`config.mk`:
```
export PLATFORM = sky130hd
export DESIGN_NAME = dpf_queue
export DESIGN_NICKNAME = d
export VERILOG_FILES = /design/src/rtl/dpf_pkg.sv /design/src/rtl/dpf_queue.sv
export SDC_FILE = /design/constraint.sdc
export NUM_CORES = 1
export LEC_CHECK = 0
export ABC_AREA = 0
export ABC_CLOCK_PERIOD_IN_PS = 4900
export BUFFER_PORTS_ARGS = -buffer_cell sky130_fd_sc_hd__buf_2
export CELL_PAD_IN_SITES_DETAIL_PLACEMENT = 1
export CELL_PAD_IN_SITES_GLOBAL_PLACEMENT = 1
export CORE_ASPECT_RATIO = 1.4
export CORE_MARGIN = 2
export CORE_UTILIZATION = 47
export CTS_BUF_LIST = sky130_fd_sc_hd__clkbuf_4 sky130_fd_sc_hd__clkbuf_8
export CTS_CLUSTER_DIAMETER = 50
export DETAILED_ROUTE_END_ITERATION = 10
export GPL_TIMING_DRIVEN = 0
export PLACE_DENSITY = 0.8
export SLEW_MARGIN = 30
export SYNTH_ARGS = -nofsm -noshare
export SYNTH_HDL_FRONTEND = slang
export SYNTH_SLANG_ARGS = --single-unit
```
`constraint.sdc`:
```
create_clock -name i_clk -period 4.9 [get_ports i_clk]
set_input_delay 0.735 -clock i_clk [delete_from_list [all_inputs] [get_ports i_clk]]
set_output_delay 0.735 -clock i_clk [all_outputs]
set_load 0.02 [all_outputs]
```
`src/rtl/dpf_pkg.sv`:
```
package dpf_pkg;

    localparam int PORT_BITS = 16;
    localparam int PORT_COUNT = 1 << PORT_BITS;

    localparam logic REQ_BYTE = 1'b0;
    localparam logic REQ_FLAG_WR = 1'b1;

    localparam logic [15:0] ETH_IPV4 = 16'h0800;
    localparam logic [7:0] PROTO_TCP = 8'd6;
    localparam logic [7:0] PROTO_UDP = 8'd17;
    localparam logic [7:0] PROTO_SCTP = 8'd132;

    localparam logic [7:0] TCP_HDR_LEN = 8'd20;
    localparam logic [7:0] UDP_HDR_LEN = 8'd8;
    localparam logic [7:0] SCTP_HDR_LEN = 8'd12;

    localparam logic [7:0] ETH_LEN = 8'd14;
    localparam logic [7:0] IPV4_MIN_END = 8'd34;
    localparam logic [7:0] COUNT_MAX = 8'd255;

    localparam logic [7:0] POS_TYPE_HI = 8'd12;
    localparam logic [7:0] POS_TYPE_LO = 8'd13;
    localparam logic [7:0] POS_IHL = 8'd14;
    localparam logic [7:0] POS_PROTO = 8'd23;
    localparam logic [7:0] POS_SRC_FIRST = 8'd26;
    localparam logic [7:0] POS_SRC_LAST = 8'd29;
    localparam logic [7:0] POS_DST_FIRST = 8'd30;
    localparam logic [7:0] POS_DST_LAST = 8'd33;

    localparam int Q_DEPTH = 4;
    localparam int Q_PTR_BITS = $clog2(Q_DEPTH);

    // one queued word: a flag table write or a frame verdict waiting on its lookup
    typedef struct packed {
        logic        is_write;
        logic        flag;
        logic        cand;
        logic [15:0] port;
        logic [31:0] src_addr;
        logic [31:0] dst_addr;
        logic [15:0] l4_sport;
        logic [7:0]  proto;
        logic [63:0] time_stamp;
    } t_q_entry;

endpackage

```
`src/rtl/dpf_queue.sv`:
```
module dpf_queue
    import dpf_pkg::*;
(
    input  logic     i_clk,
    input  logic     i_rst_n,
    input  logic     i_push,
    input  t_q_entry i_data,
    output logic     o_full,
    input  logic     i_pop,
    output logic     o_valid,
    output t_q_entry o_data
);

    t_q_entry r_mem [Q_DEPTH];
    logic [Q_PTR_BITS-1:0] r_wr_ptr;
    logic [Q_PTR_BITS-1:0] r_rd_ptr;
    logic [Q_PTR_BITS:0]   r_count;

    assign o_full = (r_count == (Q_PTR_BITS+1)'(Q_DEPTH));
    assign o_valid = (r_count != '0);
    assign o_data = r_mem[r_rd_ptr];

    always_ff @(posedge i_clk) begin
        if (i_push) begin
            r_mem[r_wr_ptr] <= i_data;
        end
    end

    always_ff @(posedge i_clk) begin
        if (!i_rst_n) begin
            r_wr_ptr <= '0;
            r_rd_ptr <= '0;
            r_count <= '0;
        end else begin
            if (i_push) begin
                r_wr_ptr <= r_wr_ptr + 1'b1;
            end
            if (i_pop) begin
                r_rd_ptr <= r_rd_ptr + 1'b1;
            end
            if (i_push && !i_pop) begin
                r_count <= r_count + 1'b1;
            end else if (i_pop && !i_push) begin
                r_count <= r_count - 1'b1;
            end
        end
    end

`ifndef NO_ASSERTIONS
    a_no_push_full: assert property (@(posedge i_clk) disable iff (!i_rst_n)
        o_full |-> !i_push) else $error("push into full queue");
    a_no_pop_empty: assert property (@(posedge i_clk) disable iff (!i_rst_n)
        i_pop |-> o_valid) else $error("pop from empty queue");
    a_count_bound: assert property (@(posedge i_clk) disable iff (!i_rst_n)
        r_count <= (Q_PTR_BITS+1)'(Q_DEPTH)) else $error("queue count overflow");
    a_ptr_track: assert property (@(posedge i_clk) disable iff (!i_rst_n)
        (r_count != '0 && !o_full) |-> (r_wr_ptr != r_rd_ptr))
        else $error("queue pointers disagree with count");
`endif

endmodule

```
# Word level (Yosys, flattened, before mapping)
# Memories as Yosys holds them, arrays and structs flattened. A register that Yosys moved wholly into a read port is not among the register bits.
# Index checks and enable logic that the tools add are counted.
# totals
reg_bits	7
ramBits	684
in_bits	175
out_inout_bits	173
word_cells	21
n_memories	1
# memory_table
memory	words	width	read_ports	rd_ports_with_merged_regs	wr	line_no	rtl
r_mem	4	171	1	1	1	dpf_queue.sv:14	t_q_entry r_mem [Q_DEPTH];
# classes
n_addsub	4
eq_ne	1
mux	6
n_reduce_logical	6
# ops
operator	count
two-way mux 3 bit	2
adder 2 x 1 -> 2 bit (second input constant)	2
two-way mux 2 bit	2
adder 3 x 1 -> 3 bit (second input constant)	1
== test 3 bit (second input constant)	1
nonzero test 3 bit	1
subtractor 3 x 1 -> 3 bit (second input constant)	1
logical AND 1 bit	2
logical NOT 1 bit	2
two-way mux 1 bit	2
nonzero test 2 bit	1

# Depth between registers and ports, before layout
# logic_depth
ltp_word	4
mapped_depth	7
mapped_depth_nobuf	7

# Worst setup path before layout
# Ideal clock, no wire load.
# synth_timing
path_kind	input to register
startpoint	in i_push
endpoint	mem r_mem[0][0] in the netlist's numbering (enable)
setup_time_ns	0.551
t_arrival_ns	4.626
required_time_ns	4.349
path_slack_ns	-0.277
path_stages	1
n_path_buf	0
cell_sequence	and2_1
# synth_via
elab_chain_len	2
# synth_lines
element	line_no	rtl
from (decl)	dpf_queue.sv:6	input logic i_push,
two-way mux 1 bit	dpf_queue.sv:24	if (i_push) begin
two-way mux 1 bit (implied by the code)	dpf_queue.sv:25	r_mem[r_wr_ptr] <= i_data;
to (decl)	dpf_queue.sv:14	
# No other way between the ends.

==> results.md <==
Logic synthesis:
- The synthesized netlist contains 20 unique library cells.
- After synthesis the netlist holds a flip-flop and latch count of 693.
- The count of warnings emitted by yosys is 0.
- The synthesized instance count is 936.
- By area the synthesized netlist is led by sky130_fd_sc_hd__edfxtp_1 82%, sky130_fd_sc_hd__mux4_2 15%, sky130_fd_sc_hd__dfxtp_1 0.72%, sky130_fd_sc_hd__buf_6 0.49%, sky130_fd_sc_hd__buf_2 0.38%.
- After synthesis, flip-flops and latches occupy 82.6% of the total area.
- The proportion of synthesized flip-flops having asynchronous set or reset is 0%.
- In this run, synthesis inferred 684 flip-flops with an integrated enable.
- The post-synthesis instance area is 25,100 um^2.
- The average cell area after synthesis is 26.8 um^2.
- The area share of the leading cell type in the synthesized netlist is 81.9%.
- The net count after synthesis is 1,117.
- The synthesized design spends more area on one cell type than any other, namely sky130_fd_sc_hd__edfxtp_1.
- The prevailing post-synth register cell is sky130_fd_sc_hd__edfxtp_1.

Global routing:
- The initial antenna violation count is 19.
- Global routing finished with a remaining overflow of 0.
- Entering global routing, the biggest net connects 38 pins.
- The via count of the first global-routing pass is 13,200.
- For this run, the total global-route usage over all layers was measured as 20.3%.
- The first global-routing pass estimated 81,400 um of wire.

Min path:
- The path with the worst hold slack has its endpoint at r_mem[0][142].
- The startpoint of the lowest-slack hold path is i_data[142].
- Along the worst hold path, the cell count comes to 1.
- The tightest min-delay check is of the in -> reg type.

Clock network:
- The clock passes through at most 3 buffers.
- Gates resized during post-CTS repair numbered 0.
- The CTS tree is done.
- Hold repair after CTS inserted 0 buffers.
- The clock latency on the worst-skew pair is 0.68 ns.
- The number of clock buffers added by TritonCTS is 101.
- The H-tree generated during clock tree synthesis spans 3 levels.
- Counting every sink on the clock net gives 693.
- The register clock-pin slew on the reported worst setup and hold paths is 0.06 ns.
- The tree is rooted in a sky130_fd_sc_hd__clkbuf_8.
- The number of buffers added for setup after CTS is 0.

STA:
- Based on the critical path, the design can be clocked at up to 0.300 GHz.
- The final setup violation count is 0.
- The number of endpoints with negative hold slack in the final report is 0.
- The setup clock skew after layout is 0.0182 ns.
- After layout, the minimum clock period comes to 3.33 ns.
- The worst pin sits at a relative slew slack of 50.1%.
- The number of max-slew violations in the final report came to 0.
- For the pin with the worst max-slew slack, the measured transition is 0.749 ns.
- The final worst-path cycle share is 67.9%.
- Setup repair after global routing left no endpoint under its margin.

Die:
- In this run the vertical extent of the chip is 277 um.
- The horizontal die dimension is 199 um.
- In this run the core area contains 100 standard-cell rows.
- The core region is 52,900 um^2.
- 348 I/O pins were placed.
- The initial core utilization is 47.4%.
- The die area is 55,300 um^2.

Setup path:
- The critical setup path kind is reg -> out.
- The reg-to-reg startpoint is r_wr_ptr[0].
- The launching element type of the critical path is a flop.
- Across all register-to-register paths, the minimum setup slack is 3.00 ns.
- STA classifies the critical path endpoint as an output pin.
- The biggest fanout along the worst timing path is 10.
- The logic depth of the worst register-to-register path is 5.
- The data arrival at the endpoint of the critical path is 2.59 ns.
- The worst reg2reg path endpoint is r_mem[0][117].
- The required time reported for the critical path endpoint is 4.16 ns.

Final layout:
- At the end of the flow, the number of nets in the layout was 1,587.
- The final cell count without fillers is 2,218.
- The share of the core filled with cells in the final layout is 57.1%.
- The fraction of layout instances using a drive strength above 1 is 49.1%.
- The synthesis-to-finish area growth is 20.5%.
- The number of fill cells is 4,581.

Power:
- In this run the static leakage power is 0.0102 uW.
- IR analysis of the VDD net gives a maximum drop of 0.368 mV.
- The power per unit of standard cell area is 427 nW/um^2.

Drt:
- Using the TritonRoute via totals, the vias-per-cell ratio works out to 5.24.
- The number of iterations in the first detailed-routing pass is 4.
- The routed layout has 11,600 vias.
- The detailed router finished its first iteration with 472 violations.
- In the final routed layout, each cell accounts on average for 24.7 um.
- Once detail routing completed, the nets flagged for antenna violations numbered 0.
- In the routed design, unresolved DRC markers number 0.
- After detailed routing, the total wire length is 54,800 um.

Placed design:
- Summed over all nets, the half-perimeter wirelength after detailed placement is 36,400 um.
- The cell count after placement is 2,017.
- The congestion estimate from routability-driven global placement came to 0.695.
- Buffers placed on the I/O ports in this run total 347.

Run status:
- The run finished with clean final reports.

Flow run:
- Max-cap violations in this run came to 0.
## power breakdown
part	total (uW)	internal, uW	switching [uW]	leakage, uW
Sequential	6880	6810	67.4	0.00636
Combinational	1500	602	896	0.00281
Clock	4540	2410	2140	0.00105
Total	12900	9820	3100	0.0102
## state kept, by name, indices dropped and copies added (netlist names), named ones only
register	cells
r_wr_ptr	2
r_rd_ptr	2
r_count	3
r_mem	684
## how the worst max path moves through the flow
| stage | startpoint | to | slack (ns) |
|---|---|---|---|
| floorplan | i_push | r_mem[1][0] | 1.63 |
| global placement | i_push | r_mem[0][70] | -0.26 |
| detailed placement | flop | o_data[105] | 2.17 |
| CTS | flop | o_data[105] | 1.40 |
| global route | flop | o_data[126] | 1.39 |
| finish | flop | o_data[126] | 1.57 |
## cell type report
| cell class | instances | area (um^2) | share of cell area, % |
|---|---|---|---|
| sequential | 693 | 20700 | 68.5 |
| multi-input combinational | 201 | 4110 | 13.6 |
| timing repair buffer | 367 | 2200 | 7.27 |
| clock buffer | 134 | 1640 | 5.44 |
| tap | 714 | 893 | 2.96 |
| clock inverter | 51 | 357 | 1.18 |
| buffer | 38 | 249 | 0.824 |
| antenna | 16 | 40.0 | 0.132 |
| inverter | 4 | 15.0 | 0.0497 |
## worst max-delay path, cell delays in order, from the launching register on
cell and delay [ns]:
sky130_fd_sc_hd__dfxtp_1 0.30, sky130_fd_sc_hd__buf_2 0.27, sky130_fd_sc_hd__buf_2 0.41, sky130_fd_sc_hd__buf_2 0.36
sky130_fd_sc_hd__mux4_2 0.35, sky130_fd_sc_hd__buf_2 0.20
## synthesized netlist by cell type (2+ instances only)
library cell	n
sky130_fd_sc_hd__mux4_2	171
sky130_fd_sc_hd__mux2i_1	2
sky130_fd_sc_hd__inv_1	4
sky130_fd_sc_hd__buf_1	2
sky130_fd_sc_hd__nor2b_1	2
sky130_fd_sc_hd__dfxtp_1	9
sky130_fd_sc_hd__clkbuf_1	6
sky130_fd_sc_hd__ha_1	5
sky130_fd_sc_hd__xnor2_1	2
sky130_fd_sc_hd__xor2_1	3
sky130_fd_sc_hd__edfxtp_1	684
sky130_fd_sc_hd__buf_6	11
sky130_fd_sc_hd__and2_1	9
sky130_fd_sc_hd__or3_1	2
sky130_fd_sc_hd__buf_2	19
## cells by family (layout without fill, tap and decap cells)
group           count (synthesis)  after routing  synth area share (%)
flops                         693            693                  82.6
mux                           173            173                  15.4
buf+inv                        42            594                  1.05
simple gates                   15             15                 0.369
fa+ha+maj                       6              6                 0.329
xor+xnor                        5              5                 0.175
compound gates                  2              2                0.0499
other cells                     0             16                     0
## per-stage QoR
stage               setup TNS [ns]  hold WS [ns]  setup WS (ns)  power, uW  cell area, um^2
floorplan                        0         0.467           1.63       7910            25100
global placement           -162.81         0.481         -0.259       8450            27700
detailed placement               0         0.567           2.17       8530            28200
CTS                              0         0.183           1.40      13100            30200
global route                     0         0.218           1.39      13400            30200
finish                           0         0.260           1.57      12900            30200
## metal layers
metal  part of all wire, %  vias to the layer above  wire (um)  GRT usage [%]
met4                   3.9                       12       2130           10.0
met2                    54                      359      29700           35.5
met3                   6.2                      113       3420           5.36
met5                  0.14                        -         75              0
li1                      -                     5044          -              -
met1                    35                     6102      19400           22.6
## cell usage in the layout (no fill, tap or decap), types with 5 or more instances in the layout
cell type	Yosys	routed
sky130_fd_sc_hd__and2_1	9	5
sky130_fd_sc_hd__clkbuf_1	6	6
sky130_fd_sc_hd__dfxtp_1	9	9
sky130_fd_sc_hd__clkbuf_8	0	102
sky130_fd_sc_hd__clkinv_1	0	26
sky130_fd_sc_hd__buf_16	0	8
sky130_fd_sc_hd__ha_1	5	5
sky130_fd_sc_hd__edfxtp_1	684	684
sky130_fd_sc_hd__buf_12	0	12
sky130_fd_sc_hd__clkbuf_4	0	32
sky130_fd_sc_hd__mux4_2	171	171
sky130_fd_sc_hd__buf_2	19	366
sky130_fd_sc_hd__clkinv_2	0	14
sky130_fd_sc_hd__diode_2	0	16
sky130_fd_sc_hd__buf_6	11	11
(Power assumes the default switching activity.)
