==> src/rtl/dpf_pkg.sv <==
package dpf_pkg;

    localparam int PORT_BITS = 16;
    localparam int PORT_COUNT = 1 << PORT_BITS;

    localparam logic REQ_BYTE = 1'b0;
    localparam logic REQ_FLAG_WR = 1'b1;

    localparam logic [15:0] ETH_IPV4 = 16'h0800;
    localparam logic [7:0] PROTO_TCP = 8'd6;
    localparam logic [7:0] PROTO_UDP = 8'd17;
    localparam logic [7:0] PROTO_SCTP = 8'd132;

    localparam logic [7:0] TCP_HDR_LEN = 8'd20;
    localparam logic [7:0] UDP_HDR_LEN = 8'd8;
    localparam logic [7:0] SCTP_HDR_LEN = 8'd12;

    localparam logic [7:0] ETH_LEN = 8'd14;
    localparam logic [7:0] IPV4_MIN_END = 8'd34;
    localparam logic [7:0] COUNT_MAX = 8'd255;

    localparam logic [7:0] POS_TYPE_HI = 8'd12;
    localparam logic [7:0] POS_TYPE_LO = 8'd13;
    localparam logic [7:0] POS_IHL = 8'd14;
    localparam logic [7:0] POS_PROTO = 8'd23;
    localparam logic [7:0] POS_SRC_FIRST = 8'd26;
    localparam logic [7:0] POS_SRC_LAST = 8'd29;
    localparam logic [7:0] POS_DST_FIRST = 8'd30;
    localparam logic [7:0] POS_DST_LAST = 8'd33;

    localparam int Q_DEPTH = 4;
    localparam int Q_PTR_BITS = $clog2(Q_DEPTH);

    // one queued word: a flag table write or a frame verdict waiting on its lookup
    typedef struct packed {
        logic        is_write;
        logic        flag;
        logic        cand;
        logic [15:0] port;
        logic [31:0] src_addr;
        logic [31:0] dst_addr;
        logic [15:0] l4_sport;
        logic [7:0]  proto;
        logic [63:0] time_stamp;
    } t_q_entry;

endpackage

==> src/rtl/dpf_front.sv <==
module dpf_front
    import dpf_pkg::*;
(
    input  logic        i_clk,
    input  logic        i_rst_n,
    input  logic        i_accept,
    input  logic        i_req_type,
    input  logic [7:0]  i_data_byte,
    input  logic        i_last_byte,
    input  logic [15:0] i_port_number,
    input  logic        i_port_flag,
    input  logic [63:0] i_time_now,
    output logic        o_push,
    output t_q_entry    o_entry
);

    logic [7:0]  r_byte_count, n_byte_count;
    logic [15:0] r_frame_type, n_frame_type;
    logic [3:0]  r_header_words, n_header_words;
    logic [7:0]  r_proto, n_proto;
    logic [31:0] r_src_addr, n_src_addr;
    logic [31:0] r_dst_addr, n_dst_addr;
    logic [15:0] r_sport, n_sport;
    logic [15:0] r_dport, n_dport;

    logic [7:0] pos;
    logic [7:0] l4_pos;
    logic [7:0] hdr_len;
    logic       proto_ok;
    logic       cand;
    logic       is_byte;

    assign pos = r_byte_count;
    assign is_byte = (i_req_type == REQ_BYTE);

    always_comb begin
        n_frame_type = r_frame_type;
        n_header_words = r_header_words;
        n_proto = r_proto;
        n_src_addr = r_src_addr;
        n_dst_addr = r_dst_addr;
        n_sport = r_sport;
        n_dport = r_dport;
        if (pos == POS_TYPE_HI || pos == POS_TYPE_LO) begin
            n_frame_type = {r_frame_type[7:0], i_data_byte};
        end
        if (pos == POS_IHL) begin
            n_header_words = i_data_byte[3:0];
        end
        if (pos == POS_PROTO) begin
            n_proto = i_data_byte;
        end
        if (pos >= POS_SRC_FIRST && pos <= POS_SRC_LAST) begin
            n_src_addr = {r_src_addr[23:0], i_data_byte};
        end
        if (pos >= POS_DST_FIRST && pos <= POS_DST_LAST) begin
            n_dst_addr = {r_dst_addr[23:0], i_data_byte};
        end
        l4_pos = ETH_LEN + {2'b00, n_header_words, 2'b00};
        if (pos == l4_pos || pos == l4_pos + 8'd1) begin
            n_sport = {r_sport[7:0], i_data_byte};
        end
        if (pos == l4_pos + 8'd2 || pos == l4_pos + 8'd3) begin
            n_dport = {r_dport[7:0], i_data_byte};
        end
        n_byte_count = (r_byte_count == COUNT_MAX) ? r_byte_count : r_byte_count + 8'd1;
    end

    always_comb begin
        proto_ok = 1'b1;
        unique case (n_proto)
            PROTO_TCP:  hdr_len = TCP_HDR_LEN;
            PROTO_UDP:  hdr_len = UDP_HDR_LEN;
            PROTO_SCTP: hdr_len = SCTP_HDR_LEN;
            default: begin
                hdr_len = 8'd0;
                proto_ok = 1'b0;
            end
        endcase
        cand = proto_ok && (n_byte_count >= IPV4_MIN_END) && (n_frame_type == ETH_IPV4)
            && (n_byte_count >= l4_pos + hdr_len);
    end

    always_ff @(posedge i_clk) begin
        if (!i_rst_n) begin
            r_byte_count <= '0;
            r_frame_type <= '0;
            r_header_words <= '0;
            r_proto <= '0;
            r_src_addr <= '0;
            r_dst_addr <= '0;
            r_sport <= '0;
            r_dport <= '0;
        end else if (i_accept && is_byte) begin
            if (i_last_byte) begin
                r_byte_count <= '0;
                r_frame_type <= '0;
                r_header_words <= '0;
                r_proto <= '0;
                r_src_addr <= '0;
                r_dst_addr <= '0;
                r_sport <= '0;
                r_dport <= '0;
            end else begin
                r_byte_count <= n_byte_count;
                r_frame_type <= n_frame_type;
                r_header_words <= n_header_words;
                r_proto <= n_proto;
                r_src_addr <= n_src_addr;
                r_dst_addr <= n_dst_addr;
                r_sport <= n_sport;
                r_dport <= n_dport;
            end
        end
    end

    assign o_push = i_accept && (!is_byte || i_last_byte);

    always_comb begin
        o_entry.is_write = !is_byte;
        o_entry.flag = i_port_flag;
        o_entry.cand = cand;
        o_entry.port = is_byte ? n_dport : i_port_number;
        o_entry.src_addr = n_src_addr;
        o_entry.dst_addr = n_dst_addr;
        o_entry.l4_sport = n_sport;
        o_entry.proto = n_proto;
        o_entry.time_stamp = i_time_now;
    end

endmodule

==> config.mk <==
export PLATFORM = sky130hd
export DESIGN_NAME = dpf_front
export DESIGN_NICKNAME = d
export VERILOG_FILES = /design/src/rtl/dpf_pkg.sv /design/src/rtl/dpf_front.sv
export SDC_FILE = /design/constraint.sdc
export NUM_CORES = 1
export LEC_CHECK = 0
export BUFFER_PORTS_ARGS = -buffer_cell sky130_fd_sc_hd__buf_2
export CORE_ASPECT_RATIO = 0.9
export CORE_MARGIN = 1.5
export CORE_UTILIZATION = 52
export CTS_BUF_LIST = sky130_fd_sc_hd__clkbuf_4 sky130_fd_sc_hd__clkbuf_8
export DETAILED_ROUTE_END_ITERATION = 16
export PLACE_DENSITY_LB_ADDON = 0.3
export SYNTH_ARGS = -nofsm -noshare
export SYNTH_HDL_FRONTEND = slang
export SYNTH_SLANG_ARGS = --single-unit
export TNS_END_PERCENT = 30
==> constraint.sdc <==
create_clock -name i_clk -period 12.4 [get_ports i_clk]
set_input_delay 1.86 -clock i_clk [delete_from_list [all_inputs] [get_ports i_clk]]
set_output_delay 1.86 -clock i_clk [all_outputs]
set_load 0.1 [all_outputs]
; Word-level counts from Yosys, hierarchy flattened
; Index checks and enable logic that the tools add are counted.
[classes]
n_addsub = 6
n_mul = 0
n_div = 0
magnitude_cmp = 6
eq_ne = 13
n_shift = 0
n_mux = 19
bitwise_logic = 1
n_reduce_logical = 12
[ops]
columns = operator, n
row1 = 32-bit two-way mux, 4
row2 = 16-bit two-way mux, 7
row3 = 8-bit two-way mux, 4
row4 = "8-bit by 4-bit equality test with 1-bit output, second input constant", 3
row5 = 8-bit equality test, 3
row6 = "7-bit by 2-bit adder with 8-bit output, second input constant", 2
row7 = "16-bit by 12-bit equality test with 1-bit output, second input constant", 1
row8 = "8-bit by 5-bit equality test with 1-bit output, second input constant", 2
row9 = "8-bit equality test, second input constant", 2
row10 = "8-bit by 5-bit >= comparator with 1-bit output, second input constant", 2
row11 = 5-bit case mux with 3 select lines, 1
row12 = "7-bit by 1-bit adder with 8-bit output, second input constant", 1
row13 = 7-bit by 8-bit adder with 8-bit output, 1
row14 = "8-bit by 1-bit adder with 8-bit output, second input constant", 1
row15 = "8-bit by 3-bit equality test with 1-bit output, second input constant", 1
row16 = 8-bit by 7-bit equality test with 1-bit output, 1
row17 = "8-bit by 6-bit >= comparator with 1-bit output, second input constant", 1
row18 = 8-bit >= comparator, 1
row19 = "8-bit by 5-bit less-or-equal comparator with 1-bit output, second input constant", 1
row20 = "8-bit by 6-bit less-or-equal comparator with 1-bit output, second input constant", 1
row21 = 4-bit two-way mux, 2
row22 = "4-bit by 6-bit adder with 7-bit output, first input constant", 1
row23 = 1-bit logical AND, 7
row24 = 1-bit logical OR, 4
row25 = 3 further kinds, 3
[word_totals]
reg_bits = 132
latch_bits = 0
mem_bits_rw = 0
mem_bits_ro = 0
in_bits = 94
out_inout_bits = 172
elab_cells = 65
n_memories = 0

; Depth between registers and ports, before layout
[logic_depth]
depth_word = 8
mapped_depth = 20
depth_no_buf = 19

; Worst setup path after synthesis
; OpenSTA, ideal clock, no wires.
[synth_timing]
path_type = input-to-output
startpoint = input i_data_byte[0]
endpoint = output o_entry[157] (netlist bit)
t_arrival_ns = 5.346
required_time_ns = 10.540
slack_ns = 5.194
path_stages = 11
path_buffers = 1
path_cell_list = mux2_2 inv_1 ha_1 o21ai_0 xnor2_1 a311oi_1 nand3b_1 nor2_1 clkbuf_1 nand3_1 a31oi_1
[synth_rtl]
columns = item, line
row1 = "start, declared", dpf_front.sv:8  ; input logic [7:0] i_data_byte,
row2 = "end, declared", dpf_front.sv:14  ; output t_q_entry o_entry

==> flow_metrics.tcl <==
set metrics [dict create \
    status "complete, no violations" \
    power_density_mw_per_mm2 102 \
    numClockSinks 132 \
    drt-pass1-iter-count 6 \
    critical-path-slowest-cell "sky130_fd_sc_hd__buf_2" \
    worst-endpoint-arrival_ps 5380 \
    post-dp-hpwl_um 13300 \
    first_pass_grt_wire_length_um 32700 \
    clock_skew_ps 11.1 \
    worst-r2r-setup-slack_ps 8280 \
    rsz0062_at_grt "false" \
    final.period_utilization 0.584 \
    tritoncts "done" \
    r2r-start "pos[1]$_SDFFE_PN0P_" \
    ir_worst_vdd_mv 0.0658 \
    yosys_warnings 0 \
    hold_buffers 0 \
    clk_root_buffer_cell "sky130_fd_sc_hd__clkbuf_8" \
    num-nets-final 1044 \
    rows 43 \
    crit_path_max_fanout 17 \
    post_synth_main_area_contributors "sky130_fd_sc_hd__dfxtp_1, sky130_fd_sc_hd__mux2_2, sky130_fd_sc_hd__a22oi_1" \
    placement.io_buffers 135 \
    power_leakage_nw 3.48 \
    worstSetupStartpointType "input port" \
    postRouteWirelength_um 20600 \
    fin_hold_ws_ps 472 \
    ios 266 \
    fraction_of_layout_cells_with_a_size_suffix_above_1 0.298 \
    min-delay-start "r_sport[8]$_SDFFE_PN0P_" \
    routed_via_density 6.06 \
    synth_top_area_cell "sky130_fd_sc_hd__dfxtp_1" \
    max_cap_viol_count 0 \
    hold_path_depth 1 \
    cp_data_required_time_ps 10540 \
    numPlacedInstances 1117 \
    min_delay_worst_endpoint "r_sport[8]$_SDFFE_PN0P_" \
    clockBufferDepth 2 \
    synth_edf_count 0 \
    number_of_setup_buffers_added_after_cts 0 \
    worst-r2r-cell-count 13 \
    netlist_instances 927 \
    cts_buffers 17 \
    n_fill_cell 1388 \
    cp_common_cell "sky130_fd_sc_hd__ha_1" \
    synth_largest_type_area_fraction 0.320 \
    clk_lat_worst_skew_ps 450 \
    floorplan.die.width_um 136 \
    first_global_vias 6274 \
    grt_use_total 0.244 \
    layout_min_cycle_time_ps 7240 \
    cts-resized-gates 0 \
    seq_cells_post_synth 132 \
    achievable-frequency_mhz 138 \
    worst_margin_slew_ps 1130 \
    timing.max_slew.rel_slack 0.240 \
    reg2reg_to "r_sport[11]$_SDFFE_PN0P_" \
    fp.dieArea_sq_mm 0.0167 \
    finalSetupViolCount 0 \
    yosysSeqAreaShare 0.320 \
    report.final.hold_viol_count 0 \
    grt_start_max_net_pins 95 \
    dieHeight_um 123 \
    crit_chain "buf_2, mux2_2, inv_1, ha_1, nand2_1, a21oi_1, a211oi_2, inv_1, ha_1, nor2b_1, o21ai_0, xor2_1, ha_1, o211ai_1, o21ai_0, nor4b_1, buf_2" \
    floorplan.core_area_sq_mm 0.0155 \
    synthToLayoutAreaGrowth_pct 6.40 \
    report.final.slew_viol_count 0 \
    synth_cell_types 64 \
    totalPowerFinal_w 0.000893 \
    grt_overflow_total 0 \
    initial_utilization 0.534 \
    syn_area_cell_sq_um 8.92 \
    max_stage_delay_ps 470 \
    mappedNetlistArea_sq_mm 0.00827 \
    instances_no_fill 1149 \
    synthesis.nets 1037 \
    num_vias 6966 \
    setup.worst_path.end_class "output port" \
    setup.worst_path.class "in -> out" \
    worst_hold_path_type "reg -> reg" \
    clkTransAtPathRegs_ps 80 \
    antenna_cells_inserted 0 \
    route.antenna.remaining_nets 0 \
    routed_wire_length_per_instance_um 17.9 \
    worst_path_dominant_cell_family "adder cells" \
    grt_antenna_before_repair 0 \
    htree_num_levels 4 \
    final.setup.tns_ps 0 \
    drtIter0Drc 577 \
    async_reset_ff_frac 0 \
    dominantRegCellSynth "sky130_fd_sc_hd__dfxtp_1" \
    gp_congestion 0.928 \
    path_buf_inv 4 \
    remaining_drc_errors 0 \
]
==> cell type report <==
| class | instances | area, sq um | share of cell area |
|---|---|---|---|
| well taps | 202 | 253 | 0.0287 |
| clock inverters | 14 | 176 | 0.0201 |
| multi-input cells | 620 | 4660 | 0.530 |
| inverters | 18 | 67.6 | 0.00768 |
| clock buffers | 18 | 248 | 0.0282 |
| flip-flops and latches | 132 | 2640 | 0.300 |
| repair buffers | 145 | 751 | 0.0853 |
==> power by group <==
part | switching [W] | internal (W) | total (W)
registers | 0.000000373 | 0.000424 | 0.000424
clock network | 0.000185 | 0.000207 | 0.000392
logic | 0.0000609 | 0.0000165 | 0.0000774
==> worst max path at each step <==
stage                         from            to  slack [ps]  cells past startpoint
5_1_grt        pos[1]$_SDFFE_PN0P_  o_entry[168]        4940                     17
3_3_place_gp        i_data_byte[0]  o_entry[168]        5300                     17
4_1_cts             i_data_byte[0]  o_entry[168]        5170                     17
2_1_floorplan       i_data_byte[0]  o_entry[157]        5190                     11
6_report            i_data_byte[0]  o_entry[168]        5160                     17
3_5_place_dp        i_data_byte[0]  o_entry[168]        5170                     17
==> layout by cell type, fill, tap and decap left out, drive strengths merged, types with 21 or more instances in the layout <==
cell / Yosys / routed
a22oi: 92 / 92
buf: 95 / 145
dfxtp: 132 / 132
inv: 18 / 22
mux2: 86 / 86
nand2: 21 / 21
nand3: 24 / 24
nor2: 37 / 37
nor2b: 98 / 98
o21ai: 51 / 51
==> cells by family (layout without fill, tap and decap cells) <==
logic type,count (synthesis),after routing,share of synthesized area
and+or+nand+nor,262,262,0.189
xor gates and xnor gates,13,13,0.0156
adders and majority gates,16,16,0.0251
DFF,132,132,0.320
AOI/OAI and AO/OA,235,235,0.202
muxes,94,94,0.128
buffers and inverters,175,195,0.120
==> per-stage QoR <==
step           worst slack (ps)   util  area, sq um
4_1_cts                    5170  0.568         8800
3_5_place_dp               5170  0.540         8370
2_1_floorplan              5190      -         8270
3_3_place_gp               5300  0.540         8370
6_report                   5160  0.568         8800
5_1_grt                    4940  0.568         8800
==> synth_stat cells, types with 3 or more instances <==
cell type,n
sky130_fd_sc_hd__a21o_1,3
sky130_fd_sc_hd__a21oi_1,16
sky130_fd_sc_hd__a22oi_1,92
sky130_fd_sc_hd__a31oi_1,19
sky130_fd_sc_hd__a32o_1,16
sky130_fd_sc_hd__a32oi_1,4
sky130_fd_sc_hd__a41oi_1,17
sky130_fd_sc_hd__and2_1,4
sky130_fd_sc_hd__and3_1,18
sky130_fd_sc_hd__buf_2,17
sky130_fd_sc_hd__buf_4,72
sky130_fd_sc_hd__buf_6,6
sky130_fd_sc_hd__clkbuf_1,60
sky130_fd_sc_hd__dfxtp_1,132
sky130_fd_sc_hd__ha_1,15
sky130_fd_sc_hd__inv_1,18
sky130_fd_sc_hd__mux2_2,86
sky130_fd_sc_hd__mux2i_1,7
sky130_fd_sc_hd__nand2_1,21
sky130_fd_sc_hd__nand2b_1,4
sky130_fd_sc_hd__nand3_1,24
sky130_fd_sc_hd__nand3b_1,18
sky130_fd_sc_hd__nand4_1,6
sky130_fd_sc_hd__nor2_1,35
sky130_fd_sc_hd__nor2b_1,98
sky130_fd_sc_hd__nor3_1,7
sky130_fd_sc_hd__nor4_1,4
sky130_fd_sc_hd__nor4b_1,3
sky130_fd_sc_hd__o21a_1,3
sky130_fd_sc_hd__o21ai_0,48
sky130_fd_sc_hd__xnor2_1,6
sky130_fd_sc_hd__xor2_1,5
==> sequential cells by signal, summed over array words and instances (netlist names) <==
signal,cells
r_proto,8
r_header_words,4
r_sport,16
r_dst_addr,32
r_dport,16
r_src_addr,32
r_frame_type,16
pos,8
==> per-layer routing <==
metal | GRT usage | up-vias | wire length, um
met5 | 0 | - | 0
met4 | 0.0858 | 0 | 374
met3 | 0.0508 | 36 | 1240
met2 | 0.371 | 236 | 9350
met1 | 0.341 | 3358 | 9590
li1 | - | 3336 | -
(Power assumes the default switching activity.)
